--- config.mk ---
export PLATFORM = sky130hd
export DESIGN_NAME = status_led_pattern_generator_flat
export DESIGN_NICKNAME = d
export VERILOG_FILES = /design/src/hdl/slpg_pkg.sv /design/src/hdl/slpg_if.sv /design/src/hdl/status_led_pattern_generator.sv /design/src/hdl/slpg_state.sv /design/src/hdl/slpg_phase.sv /design/src/hdl/slpg_colour.sv /design/src/flat_wrapper.sv
export SDC_FILE = /design/constraint.sdc
export NUM_CORES = 1
export LEC_CHECK = 0
export BUFFER_PORTS_ARGS = -buffer_cell sky130_fd_sc_hd__buf_2
export CORE_UTILIZATION = 35
export DETAILED_ROUTE_END_ITERATION = 8
export GPL_ROUTABILITY_DRIVEN = 0
export MAX_ROUTING_LAYER = met4
export SETUP_SLACK_MARGIN = 0.5
export SLEW_MARGIN = 40
export SYNTH_ARGS = -nofsm -noshare
export SYNTH_HDL_FRONTEND = slang
export SYNTH_HIERARCHICAL = 1
export SYNTH_SLANG_ARGS = --single-unit
--- constraint.sdc ---
create_clock -name clock -period 13.2 [get_ports clock]
set_clock_uncertainty 0.2 [all_clocks]
set_input_delay 2.64 -clock clock [delete_from_list [all_inputs] [get_ports clock]]
set_output_delay 2.64 -clock clock [all_outputs]
set_load 0.01 [all_outputs]
--- src/hdl/slpg_pkg.sv ---
`default_nettype none

package slpg_pkg;

   // Operation codes
   localparam logic OP_SET    = 1'b0;
   localparam logic OP_SAMPLE = 1'b1;

   // Mode codes
   localparam logic [3:0] MODE_BOOT     = 4'd0;
   localparam logic [3:0] MODE_RECOVERY = 4'd1;
   localparam logic [3:0] MODE_UPDATE   = 4'd2;
   localparam logic [3:0] MODE_WAIT     = 4'd3;
   localparam logic [3:0] MODE_VERIFY   = 4'd4;
   localparam logic [3:0] MODE_COMMIT   = 4'd5;
   localparam logic [3:0] MODE_READY    = 4'd6;
   localparam logic [3:0] MODE_ERASE    = 4'd7;
   localparam logic [3:0] MODE_FAULT    = 4'd8;
   localparam logic [3:0] MODE_RUNNING  = 4'd9;
   localparam logic [3:0] MODE_TRIAL    = 4'd10;
   localparam logic [3:0] MODE_PROBE    = 4'd11;

   localparam logic [7:0] SLOT_NONE = 8'd255;
   localparam logic [7:0] SLOT_ONE  = 8'd1;
   localparam logic [7:0] SLOT_APPS = 8'd2;

   localparam logic [3:0] ERROR_MIN        = 4'd1;
   localparam logic [3:0] ERROR_MAX        = 4'd9;
   localparam logic [3:0] ERROR_CODE_RESET = 4'd9;

   // Pattern timing in milliseconds
   localparam int unsigned HALF_ON_MS      = 500;
   localparam int unsigned RECOVERY_ON_MS  = 1000;
   localparam int unsigned WAIT_ON_MS      = 150;
   localparam int unsigned VERIFY_ON_MS    = 800;
   localparam int unsigned PULSE_PERIOD_MS = 300;
   localparam int unsigned PULSE_WIDTH_MS  = 150;
   localparam int unsigned FRAME_MS        = 4000;
   localparam int unsigned PULSE_SLOTS     = (FRAME_MS + PULSE_PERIOD_MS - 1) / PULSE_PERIOD_MS;
   localparam int unsigned INTRO_LENGTH_MS = 4000;
   localparam int unsigned INTRO_DARK_MS   = 3000;
   localparam int unsigned INTRO_STEP_MS   = 1000;
   localparam int unsigned INTRO_LIT_MS    = 800;

   localparam logic [3:0] PULSES_READY = 4'd4;
   localparam logic [3:0] PULSES_PROBE = 4'd1;
   localparam logic [3:0] PULSES_NONE  = 4'd3;

   typedef struct packed {
      logic red;
      logic green;
      logic blue;
   } rgb_type;

   localparam rgb_type RGB_OFF   = '{red: 1'b0, green: 1'b0, blue: 1'b0};
   localparam rgb_type RGB_RED   = '{red: 1'b1, green: 1'b0, blue: 1'b0};
   localparam rgb_type RGB_GREEN = '{red: 1'b0, green: 1'b1, blue: 1'b0};
   localparam rgb_type RGB_BLUE  = '{red: 1'b0, green: 1'b0, blue: 1'b1};

   typedef enum logic [3:0] {
      PAT_BOOT,
      PAT_RECOVERY,
      PAT_UPDATE,
      PAT_WAIT,
      PAT_VERIFY,
      PAT_COMMIT,
      PAT_ERASE,
      PAT_PULSE,
      PAT_INTRO
   } pattern_type;

   // Accepted request word
   typedef struct packed {
      logic        operation;
      logic [3:0]  mode_code;
      logic [7:0]  slot;
      logic [3:0]  error_code;
      logic [31:0] time_ms;
   } req_word_type;

   // Sample word after state lookup
   typedef struct packed {
      pattern_type pattern;
      logic [31:0] elapsed;
      logic [11:0] intro_time;
      logic        intro_row;
      logic [3:0]  pulse_count;
      rgb_type     pulse_rgb;
   } sample_word_type;

   // Sample word after the first residue fold
   typedef struct packed {
      pattern_type pattern;
      logic [15:0] fold_4000;
      logic [15:0] fold_2000;
      logic [15:0] fold_1000;
      logic [4:0]  low_bits;
      rgb_type     intro_rgb;
      logic [3:0]  pulse_count;
      rgb_type     pulse_rgb;
   } fold_word_type;

   // Sample word with final phases
   typedef struct packed {
      pattern_type pattern;
      logic [11:0] phase_4000;
      logic [10:0] phase_2000;
      logic [9:0]  phase_1000;
      rgb_type     intro_rgb;
      logic [3:0]  pulse_count;
      rgb_type     pulse_rgb;
   } phase_word_type;

   function automatic logic is_app_mode(input logic [3:0] mode);
      return (mode == MODE_RUNNING) || (mode == MODE_TRIAL) || (mode == MODE_PROBE);
   endfunction

endpackage

`default_nettype wire

--- src/hdl/slpg_if.sv ---
`default_nettype none

interface slpg_req_if;
   logic        valid;
   logic        ready;
   logic        operation;
   logic [3:0]  mode_code;
   logic [7:0]  slot;
   logic [3:0]  error_code;
   logic [31:0] time_ms;

   modport source (output valid, output operation, output mode_code, output slot,
                   output error_code, output time_ms, input ready);
   modport sink   (input valid, input operation, input mode_code, input slot,
                   input error_code, input time_ms, output ready);
endinterface

interface slpg_rsp_if;
   logic valid;
   logic ready;
   logic red_on;
   logic green_on;
   logic blue_on;

   modport source (output valid, output red_on, output green_on, output blue_on,
                   input ready);
   modport sink   (input valid, input red_on, input green_on, input blue_on,
                   output ready);
endinterface

`default_nettype wire

--- src/hdl/status_led_pattern_generator.sv ---
// RGB status LED pattern generator.
// req_chan carries timestamped words. A set word (operation 0) checks a
// mode, slot and error code and updates the stored mode; it gives no
// result. A sample word (operation 1) gives one rsp_chan word with the
// red, green and blue on-bits for the stored mode at time_ms.
// csr_write_data is the fault code used for bad set words; write it while
// the block is idle. Reset value 9.
// A sample word reaches rsp_chan through the input register, state
// lookup, residue fold, phase reduction and colour registers in turn.
// A set word takes effect as it leaves the input register, so every
// later sample sees it. One word is accepted per cycle while rsp_chan
// keeps taking results, set or sample in any mix.
// When rsp_chan stalls, words gather in the stage registers and the
// output register; req_chan.ready drops only once all of them are full.
// Reset (synchronous) empties the pipeline, returns to boot mode with no
// slot and no intro, and sets the fault code back to 9.
`default_nettype none

module status_led_pattern_generator (
   input  wire logic       clock,
   input  wire logic       reset,
   slpg_req_if.sink        req_chan,
   slpg_rsp_if.source      rsp_chan,
   input  wire logic       csr_write_enable,
   input  wire logic [3:0] csr_write_data
);
   import slpg_pkg::*;

   sample_word_type sample_word;
   logic            sample_valid, sample_ready;
   phase_word_type  phase_word;
   logic            phase_valid, phase_ready;

   slpg_state u_state (
      .clock            (clock),
      .reset            (reset),
      .req_chan         (req_chan),
      .csr_write_enable (csr_write_enable),
      .csr_write_data   (csr_write_data),
      .down_word        (sample_word),
      .down_valid       (sample_valid),
      .down_ready       (sample_ready)
   );

   slpg_phase u_phase (
      .clock      (clock),
      .reset      (reset),
      .up_word    (sample_word),
      .up_valid   (sample_valid),
      .up_ready   (sample_ready),
      .down_word  (phase_word),
      .down_valid (phase_valid),
      .down_ready (phase_ready)
   );

   slpg_colour u_colour (
      .clock    (clock),
      .reset    (reset),
      .up_word  (phase_word),
      .up_valid (phase_valid),
      .up_ready (phase_ready),
      .rsp_chan (rsp_chan)
   );

endmodule

`default_nettype wire

--- src/hdl/slpg_state.sv ---
`default_nettype none

module slpg_state (
   input  wire logic                     clock,
   input  wire logic                     reset,
   slpg_req_if.sink                      req_chan,
   input  wire logic                     csr_write_enable,
   input  wire logic [3:0]               csr_write_data,
   output slpg_pkg::sample_word_type     down_word,
   output logic                          down_valid,
   input  wire logic                     down_ready
);
   import slpg_pkg::*;

   logic            s1_valid_ff, s1_valid_in;
   req_word_type    s1_word_ff;
   logic            s2_valid_ff, s2_valid_in;
   sample_word_type s2_word_ff, s2_word_in;

   logic [3:0]  code_ff;
   logic [3:0]  cur_mode_ff, cur_mode_in;
   logic [7:0]  cur_slot_ff, cur_slot_in;
   logic [3:0]  cur_error_ff, cur_error_in;
   logic [31:0] since_ff, since_in;
   logic [31:0] intro_start_ff, intro_start_in;
   logic [7:0]  intro_slot_ff, intro_slot_in;
   logic        intro_run_ff, intro_run_in;
   logic        intro_done_ff, intro_done_in;

   logic s2_open, s1_leave, s1_ready, is_set;

   logic       slot_ok, err_ok, req_ok, set_changed, new_app, intro_start_now;
   logic [3:0] new_mode, new_error;
   logic [7:0] new_slot, intro_slot_next;

   logic [31:0] elapsed, intro_full;
   logic        slot_legal, intro_hit, intro_fresh, intro_clear;

   // Handshake: a set word leaves the input register at once, a sample waits for room
   assign s2_open        = !s2_valid_ff || down_ready;
   assign is_set         = s1_word_ff.operation == OP_SET;
   assign s1_leave       = s1_valid_ff && (is_set || s2_open);
   assign s1_ready       = !s1_valid_ff || s1_leave;
   assign req_chan.ready = s1_ready;
   assign s1_valid_in    = s1_ready ? req_chan.valid : s1_valid_ff;

   // Capture the request word
   always_ff @(posedge clock) begin
      if (reset) begin
         s1_valid_ff <= 1'b0;
      end else begin
         s1_valid_ff <= s1_valid_in;
      end
   end

   always_ff @(posedge clock) begin
      if (s1_ready && req_chan.valid) begin
         s1_word_ff.operation  <= req_chan.operation;
         s1_word_ff.mode_code  <= req_chan.mode_code;
         s1_word_ff.slot       <= req_chan.slot;
         s1_word_ff.error_code <= req_chan.error_code;
         s1_word_ff.time_ms    <= req_chan.time_ms;
      end
   end

   // Check a set request and substitute fault for a bad one
   always_comb begin
      slot_ok = (s1_word_ff.slot < SLOT_APPS) || (s1_word_ff.slot == SLOT_NONE);
      if (s1_word_ff.mode_code == MODE_FAULT) begin
         err_ok = (s1_word_ff.error_code >= ERROR_MIN) && (s1_word_ff.error_code <= ERROR_MAX);
      end else begin
         err_ok = s1_word_ff.error_code == 4'd0;
      end
      req_ok = (s1_word_ff.mode_code <= MODE_PROBE) && slot_ok && err_ok &&
               ((s1_word_ff.mode_code != MODE_PROBE) || (s1_word_ff.slot == SLOT_NONE));
      if (req_ok) begin
         new_mode  = s1_word_ff.mode_code;
         new_slot  = s1_word_ff.slot;
         new_error = s1_word_ff.error_code;
      end else begin
         new_mode  = MODE_FAULT;
         new_slot  = SLOT_NONE;
         new_error = code_ff;
      end
      set_changed = (new_mode != cur_mode_ff) || (new_slot != cur_slot_ff) ||
                    (new_error != cur_error_ff);
      new_app         = is_app_mode(new_mode);
      intro_start_now = new_app && ((new_slot < SLOT_APPS) || (new_mode == MODE_PROBE)) &&
                        !intro_done_ff;
      intro_slot_next = intro_start_now ? new_slot : intro_slot_ff;
   end

   // Look up the pattern for a sample
   assign elapsed     = s1_word_ff.time_ms - since_ff;
   assign intro_full  = s1_word_ff.time_ms - intro_start_ff;
   assign slot_legal  = (cur_slot_ff < SLOT_APPS) || (cur_slot_ff == SLOT_NONE);
   assign intro_hit   = intro_run_ff && (cur_slot_ff == intro_slot_ff) &&
                        ((cur_slot_ff < SLOT_APPS) || (cur_mode_ff == MODE_PROBE));
   assign intro_fresh = intro_full < 32'(INTRO_LENGTH_MS);

   always_comb begin
      s2_word_in.pattern     = PAT_PULSE;
      s2_word_in.elapsed     = elapsed;
      s2_word_in.intro_time  = intro_full[11:0];
      s2_word_in.intro_row   = cur_slot_ff == SLOT_ONE;
      s2_word_in.pulse_count = code_ff;
      s2_word_in.pulse_rgb   = RGB_RED;
      intro_clear            = 1'b0;
      unique case (cur_mode_ff)
         MODE_BOOT:     s2_word_in.pattern = PAT_BOOT;
         MODE_RECOVERY: s2_word_in.pattern = PAT_RECOVERY;
         MODE_UPDATE:   s2_word_in.pattern = PAT_UPDATE;
         MODE_WAIT:     s2_word_in.pattern = PAT_WAIT;
         MODE_VERIFY:   s2_word_in.pattern = PAT_VERIFY;
         MODE_COMMIT:   s2_word_in.pattern = PAT_COMMIT;
         MODE_ERASE:    s2_word_in.pattern = PAT_ERASE;
         MODE_READY: begin
            s2_word_in.pulse_count = PULSES_READY;
            s2_word_in.pulse_rgb   = RGB_GREEN;
         end
         MODE_FAULT: begin
            if ((cur_error_ff >= ERROR_MIN) && (cur_error_ff <= ERROR_MAX)) begin
               s2_word_in.pulse_count = cur_error_ff;
            end
         end
         MODE_RUNNING, MODE_TRIAL, MODE_PROBE: begin
            if (slot_legal) begin
               if (intro_hit && intro_fresh) begin
                  s2_word_in.pattern = PAT_INTRO;
               end else begin
                  intro_clear = intro_hit;
                  if (cur_mode_ff == MODE_PROBE) begin
                     s2_word_in.pulse_count = PULSES_PROBE;
                  end else if (cur_slot_ff < SLOT_APPS) begin
                     s2_word_in.pulse_count = cur_slot_ff[3:0] + 4'd1;
                  end else begin
                     s2_word_in.pulse_count = PULSES_NONE;
                  end
                  s2_word_in.pulse_rgb = (cur_mode_ff == MODE_TRIAL) ? RGB_GREEN : RGB_BLUE;
               end
            end
         end
         default: ;
      endcase
   end

   // Advance the mode state
   always_comb begin
      cur_mode_in    = cur_mode_ff;
      cur_slot_in    = cur_slot_ff;
      cur_error_in   = cur_error_ff;
      since_in       = since_ff;
      intro_start_in = intro_start_ff;
      intro_slot_in  = intro_slot_ff;
      intro_run_in   = intro_run_ff;
      intro_done_in  = intro_done_ff;
      if (s1_leave && is_set && set_changed) begin
         since_in     = s1_word_ff.time_ms;
         cur_mode_in  = new_mode;
         cur_slot_in  = new_slot;
         cur_error_in = new_error;
         if (intro_start_now) begin
            intro_start_in = s1_word_ff.time_ms;
            intro_slot_in  = new_slot;
            intro_run_in   = 1'b1;
            intro_done_in  = 1'b1;
         end
         if (!new_app || (new_slot != intro_slot_next)) begin
            intro_run_in = 1'b0;
         end
      end else if (s1_leave && !is_set && intro_clear) begin
         intro_run_in = 1'b0;
      end
   end

   always_ff @(posedge clock) begin
      if (reset) begin
         code_ff        <= ERROR_CODE_RESET;
         cur_mode_ff    <= MODE_BOOT;
         cur_slot_ff    <= SLOT_NONE;
         cur_error_ff   <= 4'd0;
         since_ff       <= 32'd0;
         intro_start_ff <= 32'd0;
         intro_slot_ff  <= SLOT_NONE;
         intro_run_ff   <= 1'b0;
         intro_done_ff  <= 1'b0;
      end else begin
         if (csr_write_enable) begin
            code_ff <= csr_write_data;
         end
         cur_mode_ff    <= cur_mode_in;
         cur_slot_ff    <= cur_slot_in;
         cur_error_ff   <= cur_error_in;
         since_ff       <= since_in;
         intro_start_ff <= intro_start_in;
         intro_slot_ff  <= intro_slot_in;
         intro_run_ff   <= intro_run_in;
         intro_done_ff  <= intro_done_in;
      end
   end

   // Hand the sample word on; set words drop here
   assign s2_valid_in = s2_open ? (s1_valid_ff && !is_set) : s2_valid_ff;

   always_ff @(posedge clock) begin
      if (reset) begin
         s2_valid_ff <= 1'b0;
      end else begin
         s2_valid_ff <= s2_valid_in;
      end
   end

   always_ff @(posedge clock) begin
      if (s2_open) begin
         s2_word_ff <= s2_word_in;
      end
   end

   assign down_valid = s2_valid_ff;
   assign down_word  = s2_word_ff;

   a_intro_needs_done: assert property (@(posedge clock) disable iff (reset)
      intro_run_ff |-> intro_done_ff)
      else $error("intro running without having been started");

   a_error_only_fault: assert property (@(posedge clock) disable iff (reset)
      (cur_mode_ff != MODE_FAULT) |-> (cur_error_ff == 4'd0))
      else $error("error code stored outside fault mode");

   a_change_stamps_time: assert property (@(posedge clock) disable iff (reset)
      (s1_leave && is_set && set_changed) |=> (since_ff == $past(s1_word_ff.time_ms)))
      else $error("mode change did not record its time");

   a_set_gives_no_word: assert property (@(posedge clock) disable iff (reset)
      (s1_valid_ff && is_set && s2_open) |=> !s2_valid_ff)
      else $error("set word passed on as a sample");

endmodule

`default_nettype wire

--- src/hdl/slpg_phase.sv ---
`default_nettype none

module slpg_phase (
   input  wire logic                     clock,
   input  wire logic                     reset,
   input  wire slpg_pkg::sample_word_type up_word,
   input  wire logic                     up_valid,
   output logic                          up_ready,
   output slpg_pkg::phase_word_type      down_word,
   output logic                          down_valid,
   input  wire logic                     down_ready
);
   import slpg_pkg::*;

   // Byte weights modulo 125: 2^8, 2^16, 2^24
   localparam logic [15:0] W1 = 16'd6;
   localparam logic [15:0] W2 = 16'd36;
   localparam logic [15:0] W3 = 16'd91;
   localparam int unsigned RES_BASE = 125;
   localparam int unsigned RES_STEPS = 8;

   logic           s3_valid_ff, s3_valid_in, s3_open;
   fold_word_type  s3_word_ff, s3_word_in;
   logic           s4_valid_ff, s4_valid_in, s4_open;
   phase_word_type s4_word_ff, s4_word_in;

   logic [11:0] intro_t;
   logic [11:0] intro_part;
   logic        intro_lit;
   logic [6:0]  res_4000, res_2000, res_1000;

   // First fold: weighted byte sum, same residue modulo 125
   function automatic logic [15:0] fold_bytes(input logic [31:0] x);
      return 16'(x[31:24]) * W3 + 16'(x[23:16]) * W2 + 16'(x[15:8]) * W1 + 16'(x[7:0]);
   endfunction

   // Second fold and final reduction below 125
   function automatic logic [6:0] reduce_res(input logic [15:0] r);
      logic [10:0] s;
      logic [3:0]  q;
      logic [10:0] d;
      s = 11'(r[15:8]) * 11'(W1) + 11'(r[7:0]);
      q = 4'd0;
      for (int k = 1; k <= RES_STEPS; k++) begin
         if (s >= 11'(k * RES_BASE)) begin
            q = q + 4'd1;
         end
      end
      d = s - 11'(q) * 11'(RES_BASE);
      return d[6:0];
   endfunction

   assign s4_open  = !s4_valid_ff || down_ready;
   assign s3_open  = !s3_valid_ff || s4_open;
   assign up_ready = s3_open;

   // Intro colour for the current second
   always_comb begin
      intro_t    = up_word.intro_time;
      intro_part = 12'd0;
      intro_lit  = 1'b0;
      s3_word_in.intro_rgb = RGB_OFF;
      if (intro_t >= 12'(INTRO_DARK_MS)) begin
         s3_word_in.intro_rgb = RGB_OFF;
      end else if (intro_t >= 12'(2 * INTRO_STEP_MS)) begin
         intro_part = intro_t - 12'(2 * INTRO_STEP_MS);
         intro_lit  = intro_part < 12'(INTRO_LIT_MS);
         s3_word_in.intro_rgb = intro_lit ? (up_word.intro_row ? RGB_GREEN : RGB_BLUE) : RGB_OFF;
      end else if (intro_t >= 12'(INTRO_STEP_MS)) begin
         intro_part = intro_t - 12'(INTRO_STEP_MS);
         intro_lit  = intro_part < 12'(INTRO_LIT_MS);
         s3_word_in.intro_rgb = intro_lit ? (up_word.intro_row ? RGB_BLUE : RGB_GREEN) : RGB_OFF;
      end else begin
         intro_part = intro_t;
         intro_lit  = intro_part < 12'(INTRO_LIT_MS);
         s3_word_in.intro_rgb = intro_lit ? RGB_RED : RGB_OFF;
      end
      s3_word_in.pattern     = up_word.pattern;
      s3_word_in.fold_4000   = fold_bytes({5'd0, up_word.elapsed[31:5]});
      s3_word_in.fold_2000   = fold_bytes({4'd0, up_word.elapsed[31:4]});
      s3_word_in.fold_1000   = fold_bytes({3'd0, up_word.elapsed[31:3]});
      s3_word_in.low_bits    = up_word.elapsed[4:0];
      s3_word_in.pulse_count = up_word.pulse_count;
      s3_word_in.pulse_rgb   = up_word.pulse_rgb;
   end

   // Phases: 4000 = 32 * 125, 2000 = 16 * 125, 1000 = 8 * 125
   assign res_4000 = reduce_res(s3_word_ff.fold_4000);
   assign res_2000 = reduce_res(s3_word_ff.fold_2000);
   assign res_1000 = reduce_res(s3_word_ff.fold_1000);

   always_comb begin
      s4_word_in.pattern     = s3_word_ff.pattern;
      s4_word_in.phase_4000  = {res_4000, s3_word_ff.low_bits};
      s4_word_in.phase_2000  = {res_2000, s3_word_ff.low_bits[3:0]};
      s4_word_in.phase_1000  = {res_1000, s3_word_ff.low_bits[2:0]};
      s4_word_in.intro_rgb   = s3_word_ff.intro_rgb;
      s4_word_in.pulse_count = s3_word_ff.pulse_count;
      s4_word_in.pulse_rgb   = s3_word_ff.pulse_rgb;
   end

   assign s3_valid_in = s3_open ? up_valid : s3_valid_ff;
   assign s4_valid_in = s4_open ? s3_valid_ff : s4_valid_ff;

   always_ff @(posedge clock) begin
      if (reset) begin
         s3_valid_ff <= 1'b0;
         s4_valid_ff <= 1'b0;
      end else begin
         s3_valid_ff <= s3_valid_in;
         s4_valid_ff <= s4_valid_in;
      end
   end

   always_ff @(posedge clock) begin
      if (s3_open) begin
         s3_word_ff <= s3_word_in;
      end
      if (s4_open) begin
         s4_word_ff <= s4_word_in;
      end
   end

   assign down_valid = s4_valid_ff;
   assign down_word  = s4_word_ff;

endmodule

`default_nettype wire

--- src/hdl/slpg_colour.sv ---
`default_nettype none

module slpg_colour (
   input  wire logic                     clock,
   input  wire logic                     reset,
   input  wire slpg_pkg::phase_word_type up_word,
   input  wire logic                     up_valid,
   output logic                          up_ready,
   slpg_rsp_if.source                    rsp_chan
);
   import slpg_pkg::*;

   logic    out_valid_ff, out_valid_in, out_open;
   rgb_type rgb_ff, rgb_in;
   logic    pulse_hit;

   assign out_open = !out_valid_ff || rsp_chan.ready;
   assign up_ready = out_open;

   // Pulse k is lit from 300k to 300k + 150 within the frame
   always_comb begin
      pulse_hit = 1'b0;
      for (int k = 0; k < PULSE_SLOTS; k++) begin
         if ((up_word.pulse_count > 4'(k)) &&
             (up_word.phase_4000 >= 12'(k * PULSE_PERIOD_MS)) &&
             (up_word.phase_4000 < 12'(k * PULSE_PERIOD_MS + PULSE_WIDTH_MS))) begin
            pulse_hit = 1'b1;
         end
      end
   end

   // Pick the colour for the pattern
   always_comb begin
      unique case (up_word.pattern)
         PAT_BOOT:
            rgb_in = (up_word.phase_1000 < 10'(HALF_ON_MS)) ? RGB_BLUE : RGB_OFF;
         PAT_RECOVERY:
            rgb_in = (up_word.phase_4000 < 12'(RECOVERY_ON_MS)) ? RGB_RED : RGB_OFF;
         PAT_UPDATE:
            rgb_in = (up_word.phase_1000 < 10'(HALF_ON_MS)) ? RGB_BLUE : RGB_GREEN;
         PAT_WAIT:
            rgb_in = (up_word.phase_2000 < 11'(WAIT_ON_MS)) ? RGB_BLUE : RGB_OFF;
         PAT_VERIFY:
            rgb_in = (up_word.phase_1000 < 10'(VERIFY_ON_MS)) ? RGB_BLUE : RGB_OFF;
         PAT_COMMIT:
            rgb_in = RGB_RED | RGB_BLUE;
         PAT_ERASE:
            rgb_in = (up_word.phase_1000 < 10'(HALF_ON_MS)) ? (RGB_RED | RGB_GREEN) : RGB_OFF;
         PAT_PULSE:
            rgb_in = pulse_hit ? up_word.pulse_rgb : RGB_OFF;
         PAT_INTRO:
            rgb_in = up_word.intro_rgb;
         default:
            rgb_in = RGB_OFF;
      endcase
   end

   assign out_valid_in = out_open ? up_valid : out_valid_ff;

   always_ff @(posedge clock) begin
      if (reset) begin
         out_valid_ff <= 1'b0;
      end else begin
         out_valid_ff <= out_valid_in;
      end
   end

   always_ff @(posedge clock) begin
      if (out_open) begin
         rgb_ff <= rgb_in;
      end
   end

   assign rsp_chan.valid    = out_valid_ff;
   assign rsp_chan.red_on   = rgb_ff.red;
   assign rsp_chan.green_on = rgb_ff.green;
   assign rsp_chan.blue_on  = rgb_ff.blue;

endmodule

`default_nettype wire

--- src/flat_wrapper.sv ---
// flat-port wrapper written by rule: the top's interface ports become plain ports
module status_led_pattern_generator_flat import slpg_pkg::*;
  (clock, reset, csr_write_enable, csr_write_data, req_chan_valid, req_chan_operation, req_chan_mode_code, req_chan_slot, req_chan_error_code, req_chan_time_ms, req_chan_ready, rsp_chan_valid, rsp_chan_red_on, rsp_chan_green_on, rsp_chan_blue_on, rsp_chan_ready);
  slpg_req_if req_chan_i ();
  slpg_rsp_if rsp_chan_i ();
  input  wire logic clock;
  input  wire logic reset;
  input  wire logic csr_write_enable;
  input  wire logic [3:0] csr_write_data;
  input wire logic [$bits(req_chan_i.valid)-1:0] req_chan_valid;
  input wire logic [$bits(req_chan_i.operation)-1:0] req_chan_operation;
  input wire logic [$bits(req_chan_i.mode_code)-1:0] req_chan_mode_code;
  input wire logic [$bits(req_chan_i.slot)-1:0] req_chan_slot;
  input wire logic [$bits(req_chan_i.error_code)-1:0] req_chan_error_code;
  input wire logic [$bits(req_chan_i.time_ms)-1:0] req_chan_time_ms;
  output wire logic [$bits(req_chan_i.ready)-1:0] req_chan_ready;
  output wire logic [$bits(rsp_chan_i.valid)-1:0] rsp_chan_valid;
  output wire logic [$bits(rsp_chan_i.red_on)-1:0] rsp_chan_red_on;
  output wire logic [$bits(rsp_chan_i.green_on)-1:0] rsp_chan_green_on;
  output wire logic [$bits(rsp_chan_i.blue_on)-1:0] rsp_chan_blue_on;
  input wire logic [$bits(rsp_chan_i.ready)-1:0] rsp_chan_ready;
  assign req_chan_i.valid = req_chan_valid;
  assign req_chan_i.operation = req_chan_operation;
  assign req_chan_i.mode_code = req_chan_mode_code;
  assign req_chan_i.slot = req_chan_slot;
  assign req_chan_i.error_code = req_chan_error_code;
  assign req_chan_i.time_ms = req_chan_time_ms;
  assign req_chan_ready = req_chan_i.ready;
  assign rsp_chan_valid = rsp_chan_i.valid;
  assign rsp_chan_red_on = rsp_chan_i.red_on;
  assign rsp_chan_green_on = rsp_chan_i.green_on;
  assign rsp_chan_blue_on = rsp_chan_i.blue_on;
  assign rsp_chan_i.ready = rsp_chan_ready;
  status_led_pattern_generator u_core (.clock(clock), .reset(reset), .req_chan(req_chan_i), .rsp_chan(rsp_chan_i), .csr_write_enable(csr_write_enable), .csr_write_data(csr_write_data));
endmodule
==> results of run 1 <==
-- registers in the layout, indices dropped and copies added, names as in the netlist --
name,count
u_core/u_colour/rsp_chan.red_on,1
u_core/u_state/intro_slot_ff,8
u_core/u_phase/s3_valid_ff,1
u_core/u_phase/down_valid,1
u_core/u_state/s1_valid_ff,1
u_core/u_state/code_ff,4
u_core/u_state/since_ff,32
u_core/u_state/cur_slot_ff,8
u_core/u_state/intro_done_ff,1
u_core/u_colour/rsp_chan.green_on,1
u_core/u_colour/rsp_chan.valid,1
u_core/u_phase/down_word,40
u_core/u_colour/rsp_chan.blue_on,1
u_core/u_state/cur_error_ff,4
u_core/u_state/s1_word_ff,49
u_core/u_state/down_valid,1
u_core/u_phase/s3_word_ff,64
u_core/u_state/down_word,56
u_core/u_state/intro_run_ff,1
u_core/u_state/cur_mode_ff,4
u_core/u_state/intro_start_ff,32
-- stage by stage --
step	area, µm²	setup slack (ns)	utilization	hold WS (ns)
floorplan	27600	3.68	-	0.200
global placement	28800	3.17	0.370	0.201
detailed placement	28800	3.00	0.371	0.205
CTS	30100	2.97	0.388	0.217
global route	30200	2.36	0.388	0.223
finish	30200	3.01	0.388	0.218
-- cell type report --
| class | count | area, µm² |
|---|---|---|
| fillers | 7805 | 47600 |
| multi-input cells | 2209 | 17500 |
| flip-flops and latches | 311 | 8350 |
| inverters | 349 | 1310 |
| well taps | 1040 | 1300 |
| clock buffers | 47 | 1050 |
| repair buffers | 72 | 402 |
| clock inverters | 26 | 277 |
-- routing by layer --
metal | wire length (µm) | vias up
met5 | 0 | -
met4 | 1240 | 0
met3 | 2160 | 103
met2 | 29100 | 400
met1 | 29300 | 9803
li1 | - | 10600
-- cell usage in the layout (no fill, tap or decap), drive strengths merged, types with 29 or more instances in the layout --
cell / instances
a211oi: 38
a21o: 84
a21oi: 241
buf: 72
clkbuf: 47
dfxtp: 99
edfxtp: 212
fa: 113
ha: 281
inv: 350
mux2i: 29
nand2: 210
nand2b: 32
nand3: 50
nand4: 35
nor2: 240
nor3: 51
o21ai: 129
o21bai: 32
xnor2: 148
xor2: 81
-- how the worst max path moves through the flow --
| stage | cells past startpoint | slack [ns] | end | start |
|---|---|---|---|---|
| final | 38 | 3.01 | u_core/u_phase/down_word[42] | u_core/u_phase/s3_word_ff[56] |
| after global routing | 38 | 2.36 | u_core/u_phase/down_word[42] | u_core/u_phase/s3_word_ff[56] |
| after CTS | 38 | 2.97 | u_core/u_phase/down_word[42] | u_core/u_phase/s3_word_ff[56] |
| after detailed placement | 38 | 3.00 | u_core/u_phase/down_word[42] | u_core/u_phase/s3_word_ff[56] |
| after global placement | 38 | 3.17 | u_core/u_phase/down_word[42] | u_core/u_phase/s3_word_ff[56] |
| after floorplan | 41 | 3.68 | u_core/u_phase/down_word[42] | u_core/u_phase/s3_word_ff[56] |
==> flow_metrics.tcl, run 1 <==
set metrics [dict create \
    cts.path.max_buffers 3 \
    cp_top_family "adder cells" \
    max_slew.worst_pin.slew_ns 0.806 \
    antenna_found_initial 0 \
    syn_area_per_cell_um2 9.29 \
    post_drt_wl_per_cell_um 15.2 \
    crit_path_max_incr_delay_ns 0.61 \
    status "complete, no violations" \
    dr.first_iter.drc_count 1023 \
    critical_path_required_ns 13.30 \
    relSlewSlack 0.461 \
    clk_pin_slew_ns 0.05 \
    grt_pass1_vias 20100 \
    hold_end "u_core/u_phase/down_word[3]" \
    cts_tree "built" \
    ios 63 \
    grt_use_met1 0.210 \
    synthCells 2971 \
    cp-end-kind "register" \
    r2r_cells 38 \
    grt_use_met2 0.266 \
    top_usage_layer "met2" \
    nets 3435 \
    grt_overflow 0 \
    hold_path_depth 0 \
    first_pass_iters 5 \
    cpMostUsedCell "ha_1" \
    crit_slowest_cell "fa_1" \
    path_class "register to register" \
    rr_startpoint "u_core/u_phase/s3_word_ff[56]" \
    coreArea_um2 77700 \
    cts_hold_buf 0 \
    cp-start-kind "register" \
    cap_violations 0 \
    fmax_ghz 0.0981 \
    finalHoldViolCount 0 \
    worstHoldStart "u_core/u_phase/s3_word_ff[3]" \
    antenna_cells 0 \
    drcViolationCount 0 \
    fin_setup_tns_ns 0 \
    dieArea_um2 79900 \
    fin_crit_sh 0.772 \
    grt_max_degree 82 \
    port_buffers 62 \
    finalSetupViolations 0 \
    clock-sinks 311 \
    met3_usage 0.0184 \
    hp-class "register to register" \
    clk_latency_ns 0.58 \
    dp.cells 3980 \
    rrSetupSlack_ns 3.01 \
    vias 20900 \
    fin_crit_ns 10.19 \
    htreeDepth 2 \
    rsz0062_at_grt "no" \
    ys.warnings.count 6 \
    slew_violations 0 \
    path_buf_inv 3 \
    post_cts_buffers 0 \
    worst-path-max-fanout 11 \
    drive_gt1_frac 0.0750 \
    vias_per_cell 5.15 \
    dpl.hpwl_um 48300 \
    rows 102 \
    die_x_um 283 \
    r2r_end "u_core/u_phase/down_word[42]" \
    dieHeight_um 283 \
    initial_core_util 0.355 \
    syn_to_final_growth_pct 9.32 \
    syn_nets 3423 \
    cts_resized 0 \
    cts-root-buf "clkbuf_16" \
    syn-cell-area_um2 27600 \
    final_antenna_net_count 0 \
    grt_usage 0.161 \
    cts-buffers-inserted 40 \
    wl_um 61800 \
    fin_cells 4054 \
    cp_data_arrival_time_ns 10.29 \
    grt_pass1_wl_um 102000 \
]
Power of run 1 is not shown: default switching activity piles up to over one toggle a cycle in this logic, so the estimate is an artifact.
==> run 2: changes to the inputs <==
==> constraint.sdc (replaced) <==
create_clock -name clock -period 9.92 [get_ports clock]
set_clock_uncertainty 0.2 [all_clocks]
set_input_delay 1.984 -clock clock [delete_from_list [all_inputs] [get_ports clock]]
set_output_delay 1.984 -clock clock [all_outputs]
set_load 0.01 [all_outputs]
==> flow_metrics.tcl, run 2 (synthesis gave the netlist of run 1 again) <==
set metrics [dict create \
    largest_register_ffs 64 \
    fin_setup_tns_ns 0 \
    drcViolationCount 0 \
    hold_path_depth 0 \
    final_antenna_net_count 0 \
    dpl.hpwl_um 47900 \
    dieArea_um2 79900 \
    initial_core_util 0.355 \
    layout_common_cells "inv_1, ha_1, nor2_1" \
    grt_max_degree 91 \
    drive_gt1_frac 0.103 \
    vias_per_cell 5.13 \
    cp_data_arrival_time_ns 9.18 \
    regMostFlops "u_core/u_phase/s3_word_ff" \
    port_buffers 62 \
    status "complete, no violations" \
    grt_pass1_vias 20000 \
    critical_path_required_ns 10.03 \
    clk_pin_slew_ns 0.06 \
    finalHoldViolCount 0 \
    grt_pass1_wl_um 100000 \
    ios 63 \
    fin_crit_sh 0.915 \
    finalSetupViolations 0 \
    cts_tree "built" \
    rsz0062_at_grt "no" \
    grt_overflow 0 \
    htreeDepth 2 \
    coreArea_um2 77700 \
    fin_crit_ns 9.07 \
    grt_usage 0.159 \
    antenna_found_initial 0 \
    cp-start-kind "register" \
    nets 3468 \
    rows 102 \
    die_x_um 283 \
    hp-class "register to register" \
    cpMostUsedCell "xnor2_1" \
    crit_path_max_incr_delay_ns 0.56 \
    path_class "register to register" \
    cts-root-buf "clkbuf_16" \
    crit_slowest_cell "fa_2" \
    syn_to_final_growth_pct 11.6 \
    final_common_cell "inv_1" \
    cap_violations 0 \
    cts_hold_buf 0 \
    r2r_cells 37 \
    clock-sinks 311 \
    relSlewSlack 0.454 \
    dieHeight_um 283 \
    vias 21000 \
    cts-buffers-inserted 39 \
    antenna_cells 0 \
    worst-path-max-fanout 4 \
    post_drt_wl_per_cell_um 15.2 \
    clk_latency_ns 0.57 \
    dr.first_iter.drc_count 1252 \
    cts.path.max_buffers 3 \
    wl_um 62000 \
    max_slew.worst_pin.slew_ns 0.799 \
    fmax_ghz 0.110 \
    cp-end-kind "register" \
    slew_violations 0 \
    first_pass_iters 5 \
]
[run 2: cell count changes in the layout (fill, tap and decap cells not counted), sizes merged]
cell / before / now
clkinv: 19 / 12
clkbuf: 47 / 51
inv: 350 / 351
bufinv: 3 / 5
buf: 72 / 106
clkinvlp: 3 / 0
[run 2: repair_timing]
action                     4_1_cts  5_1_grt
buffers inserted                 0       32
pin swaps                        1       41
gates resized for setup          7       73
hold endpoints to repair         0        0
setup endpoints to repair        2        7
[run 2: layout make-up]
cell class | instances | area (µm²)
Tap cell | 1040 | 1300
Inverter | 349 | 1310
Clock inverter | 19 | 272
Sequential cell | 311 | 8350
Fill cell | 7749 | 46900
Clock buffer | 51 | 1030
Multi-Input combinational cell | 2209 | 17900
Timing Repair Buffer | 106 | 659
[run 2: per-stage QoR]
stage	util	hold slack (ns)	worst slack, ns	instances	cell area (µm²)
2_1_floorplan	-	0.200	0.505	2971	27600
3_3_place_gp	0.371	0.204	0.334	3983	28800
3_5_place_dp	0.371	0.205	0.282	3983	28800
4_1_cts	0.388	0.215	0.424	4053	30200
5_1_grt	0.396	0.221	0.411	4085	30800
6_report	0.396	0.216	0.845	4085	30800
[run 2: layer usage]
metal	GRT usage	part of all wire
met1	0.202	0.46
met2	0.263	0.47
met3	0.0216	0.040
met4	0.0417	0.023
met5	-	0
[run 2: worst max-delay path, delay by kind of cell (launching register included)]
| kind | cells | cell delay [ns] |
|---|---|---|
| buffers and inverters | 3 | 0.17 |
| adder cells (fa/ha/maj) | 11 | 3.92 |
| AO/OA/AOI/OAI | 8 | 1.64 |
| flip-flops | 1 | 0.39 |
| AND/OR/NAND/NOR | 7 | 1.32 |
| XOR/XNOR | 7 | 0.87 |
| multiplexers | 1 | 0.28 |
[run 2: worst paths after layout]
kind,start,end,slack [ns]
worst min register to register,u_core/u_phase/s3_word_ff[66],u_core/u_phase/down_word[46],0.22
worst max-delay path,u_core/u_phase/s3_word_ff[55],u_core/u_phase/down_word[42],0.85
worst min-delay path,u_core/u_phase/s3_word_ff[66],u_core/u_phase/down_word[46],0.22
worst max register to register,u_core/u_phase/s3_word_ff[55],u_core/u_phase/down_word[42],0.85
Power of run 2 is left out for the same reason.
